--- config.mk ---
export PLATFORM = sky130hd
export DESIGN_NAME = confirmed_vital_level_monitor
export DESIGN_NICKNAME = d
export VERILOG_FILES = /design/src/hdl/cvlm_pkg.sv /design/src/hdl/cvlm_cfg_regs.sv /design/src/hdl/cvlm_classify.sv /design/src/hdl/cvlm_qualify.sv /design/src/hdl/confirmed_vital_level_monitor.sv
export SDC_FILE = /design/constraint.sdc
export NUM_CORES = 1
export LEC_CHECK = 0
export BUFFER_PORTS_ARGS = -buffer_cell sky130_fd_sc_hd__buf_2
export CORE_UTILIZATION = 25
export DETAILED_ROUTE_END_ITERATION = 6
export HOLD_SLACK_MARGIN = 0.02
export PLACE_DENSITY = 0.39
export SLEW_MARGIN = 20
export SYNTH_ARGS = -nofsm -noshare
export SYNTH_HDL_FRONTEND = slang
export SYNTH_SLANG_ARGS = --single-unit
--- constraint.sdc ---
create_clock -name clk -period 6.2 [get_ports clk]
set_clock_uncertainty 0.1 [all_clocks]
set_input_delay 0.31 -clock clk [delete_from_list [all_inputs] [get_ports clk]]
set_output_delay 0.31 -clock clk [all_outputs]
set_load 0.005 [all_outputs]
--- src/hdl/cvlm_pkg.sv ---
// ----------------------------------------------------------------------------
// cvlm_pkg
// Shared types, register indexes, level codes and defaults for the
// confirmed vital level monitor.
// ----------------------------------------------------------------------------
package cvlm_pkg;

  localparam int unsigned CFG_IDX_W  = 4;
  localparam int unsigned CFG_DATA_W = 16;
  localparam int unsigned LEVEL_W    = 2;
  localparam int unsigned TIME_W     = 32;

  localparam int unsigned IN_TDATA_W  = 96;
  localparam int unsigned OUT_TDATA_W = 16;

  localparam int unsigned TEMP_W   = 10;
  localparam int unsigned BREATH_W = 8;
  localparam int unsigned HRV_W    = 10;
  localparam int unsigned PULSE_W  = 9;
  localparam int unsigned DRY_W    = 24;
  localparam int unsigned THIRST_W = 16;

  localparam int unsigned SECS_PER_MINUTE = 60;
  localparam int unsigned CRITICAL_FACTOR = 2;

  localparam int unsigned TEMP_HOLD_MS_DEF   = 5000;
  localparam int unsigned BREATH_HOLD_MS_DEF = 5000;
  localparam int unsigned HRV_HOLD_MS_DEF    = 5000;
  localparam int unsigned PULSE_HOLD_MS_DEF  = 5000;
  localparam int unsigned THIRST_HOLD_MS_DEF = 5000;

  typedef enum logic [CFG_IDX_W-1:0] {
    REG_FEVER_LIMIT       = 4'd0,
    REG_HYPOTHERMIA_LIMIT = 4'd1,
    REG_BREATH_RATE_MAX   = 4'd2,
    REG_BREATH_RATE_MIN   = 4'd3,
    REG_HRV_STRESS_LIMIT  = 4'd4,
    REG_PULSE_HIGH_LIMIT  = 4'd5,
    REG_PULSE_LOW_LIMIT   = 4'd6,
    REG_THIRST_MINUTES    = 4'd7
  } reg_idx_t;

  // level codes
  localparam logic [LEVEL_W-1:0] TEMP_LVL_NORMAL  = 2'd0;
  localparam logic [LEVEL_W-1:0] TEMP_LVL_FEVER   = 2'd1;
  localparam logic [LEVEL_W-1:0] TEMP_LVL_HYPO    = 2'd2;
  localparam logic [LEVEL_W-1:0] BREATH_NORMAL    = 2'd0;
  localparam logic [LEVEL_W-1:0] BREATH_LOW       = 2'd1;
  localparam logic [LEVEL_W-1:0] BREATH_ELEVATED  = 2'd2;
  localparam logic [LEVEL_W-1:0] HRV_LVL_UNKNOWN  = 2'd0;
  localparam logic [LEVEL_W-1:0] HRV_LVL_STABLE   = 2'd1;
  localparam logic [LEVEL_W-1:0] HRV_LVL_STRESSED = 2'd2;
  localparam logic [LEVEL_W-1:0] PULSE_UNKNOWN    = 2'd0;
  localparam logic [LEVEL_W-1:0] PULSE_STABLE     = 2'd1;
  localparam logic [LEVEL_W-1:0] PULSE_HIGH       = 2'd2;
  localparam logic [LEVEL_W-1:0] PULSE_LOW        = 2'd3;
  localparam logic [LEVEL_W-1:0] THIRST_NONE      = 2'd0;
  localparam logic [LEVEL_W-1:0] THIRST_DETECTED  = 2'd1;
  localparam logic [LEVEL_W-1:0] THIRST_CRITICAL  = 2'd2;

  typedef struct packed {
    logic [TEMP_W-1:0]   fever_limit;
    logic [TEMP_W-1:0]   hypothermia_limit;
    logic [BREATH_W-1:0] breath_rate_max;
    logic [BREATH_W-1:0] breath_rate_min;
    logic [HRV_W-1:0]    hrv_stress_limit;
    logic [PULSE_W-1:0]  pulse_high_limit;
    logic [PULSE_W-1:0]  pulse_low_limit;
    logic [THIRST_W-1:0] thirst_minutes;
  } cfg_t;

  typedef struct packed {
    logic [TIME_W-1:0]   now_ms;
    logic [TEMP_W-1:0]   body_temp;
    logic [BREATH_W-1:0] breath_rate;
    logic [HRV_W-1:0]    hrv_ms;
    logic [PULSE_W-1:0]  pulse_bpm;
    logic [DRY_W-1:0]    seconds_since_drink;
  } sample_t;

  typedef struct packed {
    logic [LEVEL_W-1:0] temp;
    logic [LEVEL_W-1:0] breath;
    logic [LEVEL_W-1:0] hrv;
    logic [LEVEL_W-1:0] pulse;
    logic [LEVEL_W-1:0] thirst;
  } levels_t;

endpackage

--- src/hdl/cvlm_cfg_regs.sv ---
// ----------------------------------------------------------------------------
// cvlm_cfg_regs
// Threshold register file, written through the configuration channel.
// ----------------------------------------------------------------------------
module cvlm_cfg_regs (
  input  logic                             clk,
  input  logic                             rst_n,
  input  logic                             wr_en,
  input  logic [cvlm_pkg::CFG_IDX_W-1:0]   wr_idx,
  input  logic [cvlm_pkg::CFG_DATA_W-1:0]  wr_data,
  output cvlm_pkg::cfg_t                   cfg
);

  cvlm_pkg::cfg_t cfg_r;
  cvlm_pkg::cfg_t cfg_nxt;

  always_comb begin
    cfg_nxt = cfg_r;
    if (wr_en) begin
      case (cvlm_pkg::reg_idx_t'(wr_idx))
        cvlm_pkg::REG_FEVER_LIMIT:
          cfg_nxt.fever_limit = wr_data[cvlm_pkg::TEMP_W-1:0];
        cvlm_pkg::REG_HYPOTHERMIA_LIMIT:
          cfg_nxt.hypothermia_limit = wr_data[cvlm_pkg::TEMP_W-1:0];
        cvlm_pkg::REG_BREATH_RATE_MAX:
          cfg_nxt.breath_rate_max = wr_data[cvlm_pkg::BREATH_W-1:0];
        cvlm_pkg::REG_BREATH_RATE_MIN:
          cfg_nxt.breath_rate_min = wr_data[cvlm_pkg::BREATH_W-1:0];
        cvlm_pkg::REG_HRV_STRESS_LIMIT:
          cfg_nxt.hrv_stress_limit = wr_data[cvlm_pkg::HRV_W-1:0];
        cvlm_pkg::REG_PULSE_HIGH_LIMIT:
          cfg_nxt.pulse_high_limit = wr_data[cvlm_pkg::PULSE_W-1:0];
        cvlm_pkg::REG_PULSE_LOW_LIMIT:
          cfg_nxt.pulse_low_limit = wr_data[cvlm_pkg::PULSE_W-1:0];
        cvlm_pkg::REG_THIRST_MINUTES:
          cfg_nxt.thirst_minutes = wr_data[cvlm_pkg::THIRST_W-1:0];
        default: ;
      endcase
    end
  end

  always_ff @(posedge clk) begin
    if (!rst_n) begin
      cfg_r.fever_limit       <= 10'd395;
      cfg_r.hypothermia_limit <= 10'd375;
      cfg_r.breath_rate_max   <= 8'd30;
      cfg_r.breath_rate_min   <= 8'd10;
      cfg_r.hrv_stress_limit  <= 10'd50;
      cfg_r.pulse_high_limit  <= 9'd140;
      cfg_r.pulse_low_limit   <= 9'd60;
      cfg_r.thirst_minutes    <= 16'd240;
    end else begin
      cfg_r <= cfg_nxt;
    end
  end

  assign cfg = cfg_r;

endmodule

--- src/hdl/cvlm_classify.sv ---
// ----------------------------------------------------------------------------
// cvlm_classify
// Sorts one sample into raw levels for all five channels.
// ----------------------------------------------------------------------------
module cvlm_classify (
  input  cvlm_pkg::sample_t  sample,
  input  cvlm_pkg::cfg_t     cfg,
  output cvlm_pkg::levels_t  raw
);

  localparam int unsigned LIM_W  = cvlm_pkg::THIRST_W + 6;
  localparam int unsigned CRIT_W = LIM_W + 1;

  logic [LIM_W-1:0]  dry_limit;
  logic [CRIT_W-1:0] dry_crit;
  logic [CRIT_W:0]   dry_ext;

  assign dry_limit = LIM_W'(cfg.thirst_minutes) * LIM_W'(cvlm_pkg::SECS_PER_MINUTE);
  assign dry_crit  = CRIT_W'(dry_limit) * CRIT_W'(cvlm_pkg::CRITICAL_FACTOR);
  assign dry_ext   = (CRIT_W+1)'(sample.seconds_since_drink);

  always_comb begin
    if (sample.body_temp > cfg.fever_limit)
      raw.temp = cvlm_pkg::TEMP_LVL_FEVER;
    else if (sample.body_temp < cfg.hypothermia_limit)
      raw.temp = cvlm_pkg::TEMP_LVL_HYPO;
    else
      raw.temp = cvlm_pkg::TEMP_LVL_NORMAL;

    if (sample.breath_rate > cfg.breath_rate_max)
      raw.breath = cvlm_pkg::BREATH_ELEVATED;
    else if (sample.breath_rate < cfg.breath_rate_min)
      raw.breath = cvlm_pkg::BREATH_LOW;
    else
      raw.breath = cvlm_pkg::BREATH_NORMAL;

    if (sample.hrv_ms == '0)
      raw.hrv = cvlm_pkg::HRV_LVL_UNKNOWN;
    else if (sample.hrv_ms < cfg.hrv_stress_limit)
      raw.hrv = cvlm_pkg::HRV_LVL_STRESSED;
    else
      raw.hrv = cvlm_pkg::HRV_LVL_STABLE;

    if (sample.pulse_bpm == '0)
      raw.pulse = cvlm_pkg::PULSE_UNKNOWN;
    else if (sample.pulse_bpm > cfg.pulse_high_limit)
      raw.pulse = cvlm_pkg::PULSE_HIGH;
    else if (sample.pulse_bpm < cfg.pulse_low_limit)
      raw.pulse = cvlm_pkg::PULSE_LOW;
    else
      raw.pulse = cvlm_pkg::PULSE_STABLE;

    if (dry_ext > (CRIT_W+1)'(dry_crit))
      raw.thirst = cvlm_pkg::THIRST_CRITICAL;
    else if (dry_ext > (CRIT_W+1)'(dry_limit))
      raw.thirst = cvlm_pkg::THIRST_DETECTED;
    else
      raw.thirst = cvlm_pkg::THIRST_NONE;
  end

endmodule

--- src/hdl/cvlm_qualify.sv ---
// ----------------------------------------------------------------------------
// cvlm_qualify
// Debounce for one channel: candidate level, its start time and the
// confirmed level.
// ----------------------------------------------------------------------------
module cvlm_qualify #(
  parameter int unsigned                   HOLD_MS     = cvlm_pkg::TEMP_HOLD_MS_DEF,
  parameter logic [cvlm_pkg::LEVEL_W-1:0]  RESET_LEVEL = '0
) (
  input  logic                             clk,
  input  logic                             rst_n,
  input  logic                             en,
  input  logic [cvlm_pkg::LEVEL_W-1:0]     raw,
  input  logic [cvlm_pkg::TIME_W-1:0]      now,
  output logic [cvlm_pkg::LEVEL_W-1:0]     level_nxt
);

  localparam logic [cvlm_pkg::TIME_W-1:0] HOLD = cvlm_pkg::TIME_W'(HOLD_MS);

  logic [cvlm_pkg::LEVEL_W-1:0] conf_r, conf_nxt;
  logic [cvlm_pkg::LEVEL_W-1:0] cand_r, cand_nxt;
  logic [cvlm_pkg::TIME_W-1:0]  since_r, since_nxt;
  logic [cvlm_pkg::TIME_W-1:0]  elapsed;

  assign elapsed = now - since_r;

  always_comb begin
    conf_nxt  = conf_r;
    cand_nxt  = cand_r;
    since_nxt = since_r;
    if (raw != conf_r) begin
      if (raw != cand_r) begin
        cand_nxt  = raw;
        since_nxt = now;
      end else if (elapsed >= HOLD) begin
        conf_nxt = raw;
      end
    end
  end

  always_ff @(posedge clk) begin
    if (!rst_n) begin
      conf_r  <= RESET_LEVEL;
      cand_r  <= RESET_LEVEL;
      since_r <= '0;
    end else if (en) begin
      conf_r  <= conf_nxt;
      cand_r  <= cand_nxt;
      since_r <= since_nxt;
    end
  end

  assign level_nxt = conf_nxt;

endmodule

--- src/hdl/confirmed_vital_level_monitor.sv ---
// ----------------------------------------------------------------------------
// confirmed_vital_level_monitor
// Vital-sign level classifier with per-channel confirm times.
// ----------------------------------------------------------------------------
// Usage:
//   in_*  : one sample per transfer. in_tdata carries now_ms, body_temp,
//           breath_rate, hrv_ms, pulse_bpm and seconds_since_drink.
//   out_* : one result per sample with the five confirmed levels.
//   cfg_* : threshold writes, index 0..7; other indexes are ignored.
//           cfg_ready is always high; write only while the block is idle.
//   Timing: a sample is first held in the input register; its result is
//   written to the output register, which drives out_tvalid, once the
//   output is free.
//   Throughput: one sample per cycle while out_tready is high; the debounce
//   state of each channel is read and updated in the same cycle the sample
//   leaves the input register.
//   Reset: thresholds return to defaults, all channels return to their
//   reset levels with zero timestamps, both registers empty.
//   Stall: while out_tready is low the result holds, one more sample is
//   taken into the input register, then in_tready drops.
// ----------------------------------------------------------------------------
module confirmed_vital_level_monitor #(
  parameter int unsigned TEMP_HOLD_MS   = cvlm_pkg::TEMP_HOLD_MS_DEF,
  parameter int unsigned BREATH_HOLD_MS = cvlm_pkg::BREATH_HOLD_MS_DEF,
  parameter int unsigned HRV_HOLD_MS    = cvlm_pkg::HRV_HOLD_MS_DEF,
  parameter int unsigned PULSE_HOLD_MS  = cvlm_pkg::PULSE_HOLD_MS_DEF,
  parameter int unsigned THIRST_HOLD_MS = cvlm_pkg::THIRST_HOLD_MS_DEF
) (
  input  logic                               clk,
  input  logic                               rst_n,
  // now_ms[31:0], body_temp[41:32], breath_rate[49:42], hrv_ms[59:50],
  // pulse_bpm[68:60], seconds_since_drink[92:69], zero[95:93]
  input  logic [cvlm_pkg::IN_TDATA_W-1:0]    in_tdata,
  input  logic                               in_tvalid,
  output logic                               in_tready,
  // temp_level[1:0], breath_level[3:2], hrv_level[5:4], pulse_level[7:6],
  // thirst_level[9:8], zero[15:10]
  output logic [cvlm_pkg::OUT_TDATA_W-1:0]   out_tdata,
  output logic                               out_tvalid,
  input  logic                               out_tready,
  input  logic                               cfg_valid,
  output logic                               cfg_ready,
  input  logic [cvlm_pkg::CFG_IDX_W-1:0]     cfg_index,
  input  logic [cvlm_pkg::CFG_DATA_W-1:0]    cfg_data
);

  cvlm_pkg::cfg_t    cfg;
  cvlm_pkg::sample_t sample_r, sample_nxt;
  cvlm_pkg::levels_t raw;
  cvlm_pkg::levels_t lvl_nxt;
  logic              in_valid_r;
  logic              out_valid_r;
  logic [cvlm_pkg::OUT_TDATA_W-1:0] out_data_r;
  logic              advance;

  assign cfg_ready = 1'b1;

  cvlm_cfg_regs u_cfg (
    .clk     (clk),
    .rst_n   (rst_n),
    .wr_en   (cfg_valid),
    .wr_idx  (cfg_index),
    .wr_data (cfg_data),
    .cfg     (cfg)
  );

  assign advance   = in_valid_r && (!out_valid_r || out_tready);
  assign in_tready = !in_valid_r || advance;

  always_comb begin
    sample_nxt.now_ms              = in_tdata[31:0];
    sample_nxt.body_temp           = in_tdata[41:32];
    sample_nxt.breath_rate         = in_tdata[49:42];
    sample_nxt.hrv_ms              = in_tdata[59:50];
    sample_nxt.pulse_bpm           = in_tdata[68:60];
    sample_nxt.seconds_since_drink = in_tdata[92:69];
  end

  always_ff @(posedge clk) begin
    if (!rst_n) begin
      in_valid_r <= 1'b0;
    end else if (in_tready) begin
      in_valid_r <= in_tvalid;
    end
  end

  always_ff @(posedge clk) begin
    if (in_tready && in_tvalid) begin
      sample_r <= sample_nxt;
    end
  end

  cvlm_classify u_classify (
    .sample (sample_r),
    .cfg    (cfg),
    .raw    (raw)
  );

  cvlm_qualify #(.HOLD_MS(TEMP_HOLD_MS), .RESET_LEVEL(cvlm_pkg::TEMP_LVL_NORMAL)) u_q_temp (
    .clk (clk), .rst_n (rst_n), .en (advance), .raw (raw.temp),
    .now (sample_r.now_ms), .level_nxt (lvl_nxt.temp)
  );

  cvlm_qualify #(.HOLD_MS(BREATH_HOLD_MS), .RESET_LEVEL(cvlm_pkg::BREATH_NORMAL)) u_q_breath (
    .clk (clk), .rst_n (rst_n), .en (advance), .raw (raw.breath),
    .now (sample_r.now_ms), .level_nxt (lvl_nxt.breath)
  );

  cvlm_qualify #(.HOLD_MS(HRV_HOLD_MS), .RESET_LEVEL(cvlm_pkg::HRV_LVL_STABLE)) u_q_hrv (
    .clk (clk), .rst_n (rst_n), .en (advance), .raw (raw.hrv),
    .now (sample_r.now_ms), .level_nxt (lvl_nxt.hrv)
  );

  cvlm_qualify #(.HOLD_MS(PULSE_HOLD_MS), .RESET_LEVEL(cvlm_pkg::PULSE_UNKNOWN)) u_q_pulse (
    .clk (clk), .rst_n (rst_n), .en (advance), .raw (raw.pulse),
    .now (sample_r.now_ms), .level_nxt (lvl_nxt.pulse)
  );

  cvlm_qualify #(.HOLD_MS(THIRST_HOLD_MS), .RESET_LEVEL(cvlm_pkg::THIRST_NONE)) u_q_thirst (
    .clk (clk), .rst_n (rst_n), .en (advance), .raw (raw.thirst),
    .now (sample_r.now_ms), .level_nxt (lvl_nxt.thirst)
  );

  always_ff @(posedge clk) begin
    if (!rst_n) begin
      out_valid_r <= 1'b0;
    end else if (advance) begin
      out_valid_r <= 1'b1;
    end else if (out_tready) begin
      out_valid_r <= 1'b0;
    end
  end

  always_ff @(posedge clk) begin
    if (advance) begin
      out_data_r <= {6'd0, lvl_nxt.thirst, lvl_nxt.pulse, lvl_nxt.hrv,
                     lvl_nxt.breath, lvl_nxt.temp};
    end
  end

  assign out_tvalid = out_valid_r;
  assign out_tdata  = out_data_r;

`ifndef SYNTH
  a_advance_gives_result: assert property (@(posedge clk) disable iff (!rst_n)
    advance |=> out_tvalid)
    else $error("processed sample did not produce a result");

  a_full_stall_blocks_input: assert property (@(posedge clk) disable iff (!rst_n)
    (in_valid_r && out_valid_r && !out_tready) |-> !in_tready)
    else $error("input accepted while both registers are full");

  a_temp_level_legal: assert property (@(posedge clk) disable iff (!rst_n)
    out_tvalid |-> (out_tdata[1:0] != 2'd3 && out_tdata[3:2] != 2'd3))
    else $error("temperature or respiration level out of range");

  a_thirst_level_legal: assert property (@(posedge clk) disable iff (!rst_n)
    out_tvalid |-> (out_tdata[5:4] != 2'd3 && out_tdata[9:8] != 2'd3))
    else $error("hrv or thirst level out of range");
`endif

endmodule
# Word level (Yosys, flattened, before mapping)
# Cells that the tools add are included.
[op_classes]
n_addsub = 5
multipliers = 1
n_div = 0
magnitude_cmp = 14
eq_ne = 17
shift = 0
mux = 28
n_bitwise = 0
n_reduce_logical = 23
[ops]
columns = ["operator", "count"]
rows = [
  ["$ge A32 B13 Y1 const B", 5],
  ["$sub A32 B32 Y32", 5],
  ["$mux W2", 24],
  ["$gt A24 B22 Y1", 1],
  ["$gt A24 B23 Y1", 1],
  ["$lt A10 B10 Y1", 2],
  ["$mul A16 B4 Y20 const B", 1],
  ["$ne A2 B2 Y1", 10],
  ["$eq A4 B3 Y1 const B", 4],
  ["$reduce_and A2 Y1", 8],
  ["$reduce_and A3 Y1", 5],
  ["$gt A10 B10 Y1", 1],
  ["$logic_not A10 Y1", 1],
  ["$gt A9 B9 Y1", 1],
  ["$logic_not A9 Y1", 1],
  ["$lt A9 B9 Y1", 1],
  ["$eq A4 B2 Y1 const B", 2],
  ["$gt A8 B8 Y1", 1],
  ["$lt A8 B8 Y1", 1],
  ["$eq A4 B1 Y1 const B", 1],
  ["$logic_not A4 Y1", 1],
  ["$mux W1", 4],
  ["$logic_and A1 B1 Y1", 2],
  ["$logic_not A1 Y1", 2],
  ["2 further kinds", 3],
]
[totals]
register_bits = 365
latchBits = 0
ram_bits = 0
rom_bits = 0
elab_cells = 120
memories = 0

# Longest topological paths before layout
[logic_depth]
ltp_word = 7
depth_mapped = 26
mapped_depth_nobuf = 25

# Hierarchy
# A second synthesis with hierarchy kept.
[hier_totals]
hier_cells = 3607
area_unflattened_um2 = 29489.5
[modules_own_cells]
columns = ["module", "instances", "cells_each", "area_per_inst_um2", "seq_area_each_um2"]
rows = [
  ["cvlm_qualify (u_q_pulse ...)", 3, 531, 3786.1, 720.7],
  ["cvlm_classify", 1, 566, 4461.8, 0.0],
  ["cvlm_qualify (u_q_hrv)", 1, 513, 3684.8, 720.7],
  ["cvlm_qualify (u_q_breath)", 1, 494, 3648.5, 720.7],
  ["confirmed_vital_level_monitor", 1, 121, 3256.9, 3133.0],
  ["cvlm_cfg_regs", 1, 320, 3079.2, 1601.5],
]

# Worst setup path before layout
# Ideal clock, no wire load.
[synth_timing]
kind = "flip-flop to flip-flop"
startpoint = "reg u_cfg.cfg_r, in the netlist u_cfg.cfg[3]"
endpoint = "reg u_q_thirst.since_r[10] (netlist name)"
setup_ns = 0.120
arrival_time_ns = 5.550
required_time_ns = 5.980
setup_slack_ns = 0.430
stages_incl_launch_ff = 26
n_path_buf = 1
cell_sequence = "dfxtp_1 -> inv_1 -> fa_1 -> fa_1 -> inv_1 -> ha_1 -> a21o_1 -> a21oi_1 -> nand2_1 -> a21o_1 -> a21oi_1 -> xor2_1 -> ha_1 -> o21a_1 -> a21oi_1 -> a211oi_1 -> a211oi_1 -> o22ai_1 -> and4b_1 -> a211o_1 -> a21oi_2 -> xor2_1 -> a311oi_4 -> o211ai_4 -> buf_6 -> mux2i_1"
[synth_between]
elab_chain_cells = 6
word_cells_on_any_way = 8
[synth_rtl]
columns = ["element", "line_no", "text"]
rows = [
  ["from (decl)", "cvlm_cfg_regs.sv:14", "cvlm_pkg::cfg_t cfg_r;"],
  ["from (signal assigned)", "cvlm_cfg_regs.sv:53", "cfg_r <= cfg_nxt;"],
  ["$mul A16 B4 Y20 (*)", "cvlm_classify.sv:18", "assign dry_limit = LIM_W'(cfg.thirst_minutes) * LIM_W'(cvlm_pkg::SECS_PER_MINUTE);"],
  ["$gt A24 B22 Y1", "cvlm_classify.sv:55", "else if (dry_ext > (CRIT_W+1)'(dry_limit))"],
  ["$mux W1", "cvlm_classify.sv:55", ""],
  ["$mux W2 (*)", "cvlm_classify.sv:53", "if (dry_ext > (CRIT_W+1)'(dry_crit))"],
  ["$ne A2 B2 Y1 (on tied branches)", "cvlm_qualify.sv:32, cvlm_qualify.sv:31", ""],
  ["$reduce_and A3 Y1 (no line) (*)", "--", ""],
  ["to (signal assigned)", "cvlm_qualify.sv:49", "since_r <= since_nxt;"],
  ["to (decl)", "cvlm_qualify.sv:22", "logic [cvlm_pkg::TIME_W-1:0] since_r, since_nxt;"],
]
# Mark *: on every way between the ends. The rest lies on a longest branch, timed or not.
# A chain may end at the register's enable or synchronous reset.

# Final worst setup path
[layout_timing]
startpoint = "reg u_cfg.cfg_r, in the netlist u_cfg.cfg[2]"
endpoint = "reg u_q_thirst.since_r[3] (netlist name)"
# Same word-level chain as after synthesis.

==> results.cfg <==
[setup_path]
slowest_delay_ns = 0.61
crit_slowest_cell = fa_1
worst_setup_path_end_kind = flop
path_max_fanout = 8
crit_buf_inv = 4
worstPathRequired_ns = 6.58
start_kind = flop
critPathTopFamily = compound AO/OA/AOI/OAI gates
arrival_ns = 6.28
setup.worst_path.class = reg2reg

[yosys]
seq_area_frac_synth_pct = 31.5
synth_top_family_by_area = compound AO/OA/AOI/OAI gates
synthXorXnorAreaFrac_pct = 3.41
synthArstFlopShare_pct = 0
synth_ff_type = dfxtp_1
syn_inst = 3152
synth-seq-cells = 365
synth_compound_area_share_pct = 21.0
ys_types = 95
netlist_area_sq_um = 26500
synthAdderAreaFrac_pct = 15.1
synth.area.mux_share_pct = 6.33
yosysWarningCount = 0
synth_edf_count = 103
yosys.area_share.simple_pct = 15.9
postSynthAreaPerCell_sq_um = 8.41

[placed_design]
io_buffers = 129
gp_congestion = 0.831
dp.cells = 4601
hpwl_mm = 61.2

[route]
vias_per_cell = 4.76
drt_iter0_drc = 1316
vias = 22900
drtAntennaViolNets = 0
route.detailed.drc = 4
totalWireLength_mm = 82.9
wl_per_cell_um = 17.2
drtPass1Iterations = 7

[timing]
timing.hold.ws_ns = 0.129
max_freq_ghz = 0.169
finalCriticalPeriod_ns = 5.90
max_slew.worst_pin.slew_ns = 1.05
slew_headroom_pct = 29.5
finalHoldViolations = 0
drv_slew = 0
min_period_over_period_pct = 95.2
finalSetupViolCount = 0

[pwr]
leakage_uw = 0.0132
p_total_uw = 7300
ir_drop_uv = 198
power_density_nw_per_um2 = 230

[global_routing]
grt_max_degree = 78
grt_overflow = 0
antenna_found_initial = 0
grt_pass1_wl_mm = 129
first_global_vias = 22000
grt_usage_pct = 15.2

[cts]
cts_buffers = 47
cts_htree_levels = 2
clock_path_buffers = 3
clk_pin_slew_ns = 0.06
cts_tree = built
clock_latency_ns = 0.62
cts-root-buf = clkbuf_16
clock_sinks = 365

[finish]
drive_above_1_share_pct = 10.0
area_delta_synth_final_pct = 19.9
stdcell_count = 4809
num_antenna_cells = 0
nets = 3797

[floorplan]
coreArea_sq_um = 105000
die_w_um = 328
ios = 140
initial_utilization_pct = 25.2
dieArea_sq_um = 107000
dieHeight_um = 328
std_cell_rows = 119

[hold_path]
min_path_type = in2reg

[outcome]
violations = DRC
status = finished with violations

[job]
cap_violations = 0
-- cell families (layout without fill, tap and decap cells) --
| logic type | Yosys count | after routing |
|---|---|---|
| adder cells (fa/ha/maj) | 300 | 300 |
| AO/OA/AOI/OAI | 851 | 851 |
| buffers and inverters | 462 | 723 |
| other | 2 | 7 |
| AND/OR/NAND/NOR | 906 | 906 |
| flip-flops | 365 | 365 |
| XOR/XNOR | 100 | 100 |
| multiplexers | 166 | 166 |
-- placed cells by master (no fill, tap or decap), types with 45 or more instances in the layout --
cell type      synthesis  final
a21o_1               102    102
dfxtp_1              262    262
inv_1                333    329
xnor2_1               54     54
buf_4                  7     56
nand2_1              385    384
clkbuf_16              0     50
buf_2                  5    128
o211ai_1              45     45
mux2i_1              153    153
o21ai_0              129    127
a21oi_1              282    277
edfxtp_1             103    103
nand3_1               57     56
ha_1                 262    256
nor2_1               191    190
dlygate4sd3_1          0    112
-- cells in the mapped netlist (35+ instances only) --
cell | count | area, sq um
mux2i_1 | 153 | 1530
nand3_1 | 57 | 285
nor2b_1 | 43 | 269
o21a_1 | 35 | 263
xnor2_1 | 54 | 473
a211oi_1 | 35 | 263
dfxtp_1 | 262 | 5250
o211ai_1 | 45 | 338
o21ai_0 | 129 | 646
nor3_1 | 44 | 220
inv_1 | 333 | 1250
xor2_1 | 44 | 385
nand2_1 | 385 | 1450
nor2_1 | 191 | 717
a21o_1 | 102 | 766
a21oi_1 | 282 | 1410
edfxtp_1 | 103 | 3090
ha_1 | 262 | 3280
clkbuf_1 | 104 | 390
-- area by class of cell --
cell class,instances,area [sq um]
Clock buffer,60,1330
Clock inverter,27,279
Fill cell,11400,73300
Inverter,334,1260
Multi-Input combinational cell,2330,16500
Sequential cell,365,8340
Tap cell,1391,1740
Timing Repair Buffer,302,2290
-- metrics by stage --
| step | utilization [%] | worst slack (ns) | setup TNS [ns] | instance area [sq um] |
|---|---|---|---|---|
| after global routing | 30.2 | -0.0368 | -0.526 | 31800 |
| final | 30.2 | 0.297 | 0 | 31800 |
| after global placement | 27.4 | 0.0799 | 0 | 28800 |
| after CTS | 30.0 | 0.0168 | 0 | 31500 |
| after detailed placement | 27.4 | 0.0727 | 0 | 28800 |
| after floorplan | - | 0.430 | 0 | 26500 |
-- repair_timing --
item,in CTS,in global routing
gates resized for setup,0,29
hold buffers,112,0
hold endpoints to repair,158,0
setup endpoints to repair,0,35
setup buffers,0,7
-- where the power goes --
part	switching (uW)	internal, uW
combinational	1020	725
sequential	90.7	2560
clock	1200	1690
-- worst min-delay path, delay by kind of cell --
family	cells	cell delay, ns
buffers and inverters	1	0.26
muxes	1	0.06
and+or+nand+nor	1	0.14
-- flip-flops by register name, indices dropped and copies added (netlist names), 10 cells and up --
signal and flops:
sample_r 93, u_q_hrv.since_r 32, u_q_breath.since_r 32, u_q_temp.since_r 32
out_tdata 10, u_cfg.cfg 80, u_q_pulse.since_r 32, u_q_thirst.since_r 32
-- routing by layer --
| metal | vias up | track usage, % | wire length [um] |
|---|---|---|---|
| met2 | 359 | 24.5 | 36800 |
| met4 | 0 | 3.43 | 1620 |
| met3 | 81 | 1.91 | 2840 |
| li1 | 11600 | - | - |
| met1 | 10800 | 21.3 | 41700 |
| met5 | - | 0 | 0 |
-- path summary, 6_finish.rpt --
kind | from | to | slack (ns) | cells past startpoint
worst min-delay path | rst_n | u_q_temp.since_r[6]$_SDFFE_PN0P_ | 0.13 | 3
worst max-delay path | u_cfg.cfg[2]$_SDFFE_PN0P_ | u_q_thirst.since_r[3]$_SDFFE_PN0P_ | 0.30 | 26
worst min register to register | u_cfg.cfg[63]$_SDFFE_PN0P_ | u_cfg.cfg[63]$_SDFFE_PN0P_ | 0.35 | 2
worst max register to register | u_cfg.cfg[2]$_SDFFE_PN0P_ | u_q_thirst.since_r[3]$_SDFFE_PN0P_ | 0.30 | 26
Power figures use the tool's default switching activity.
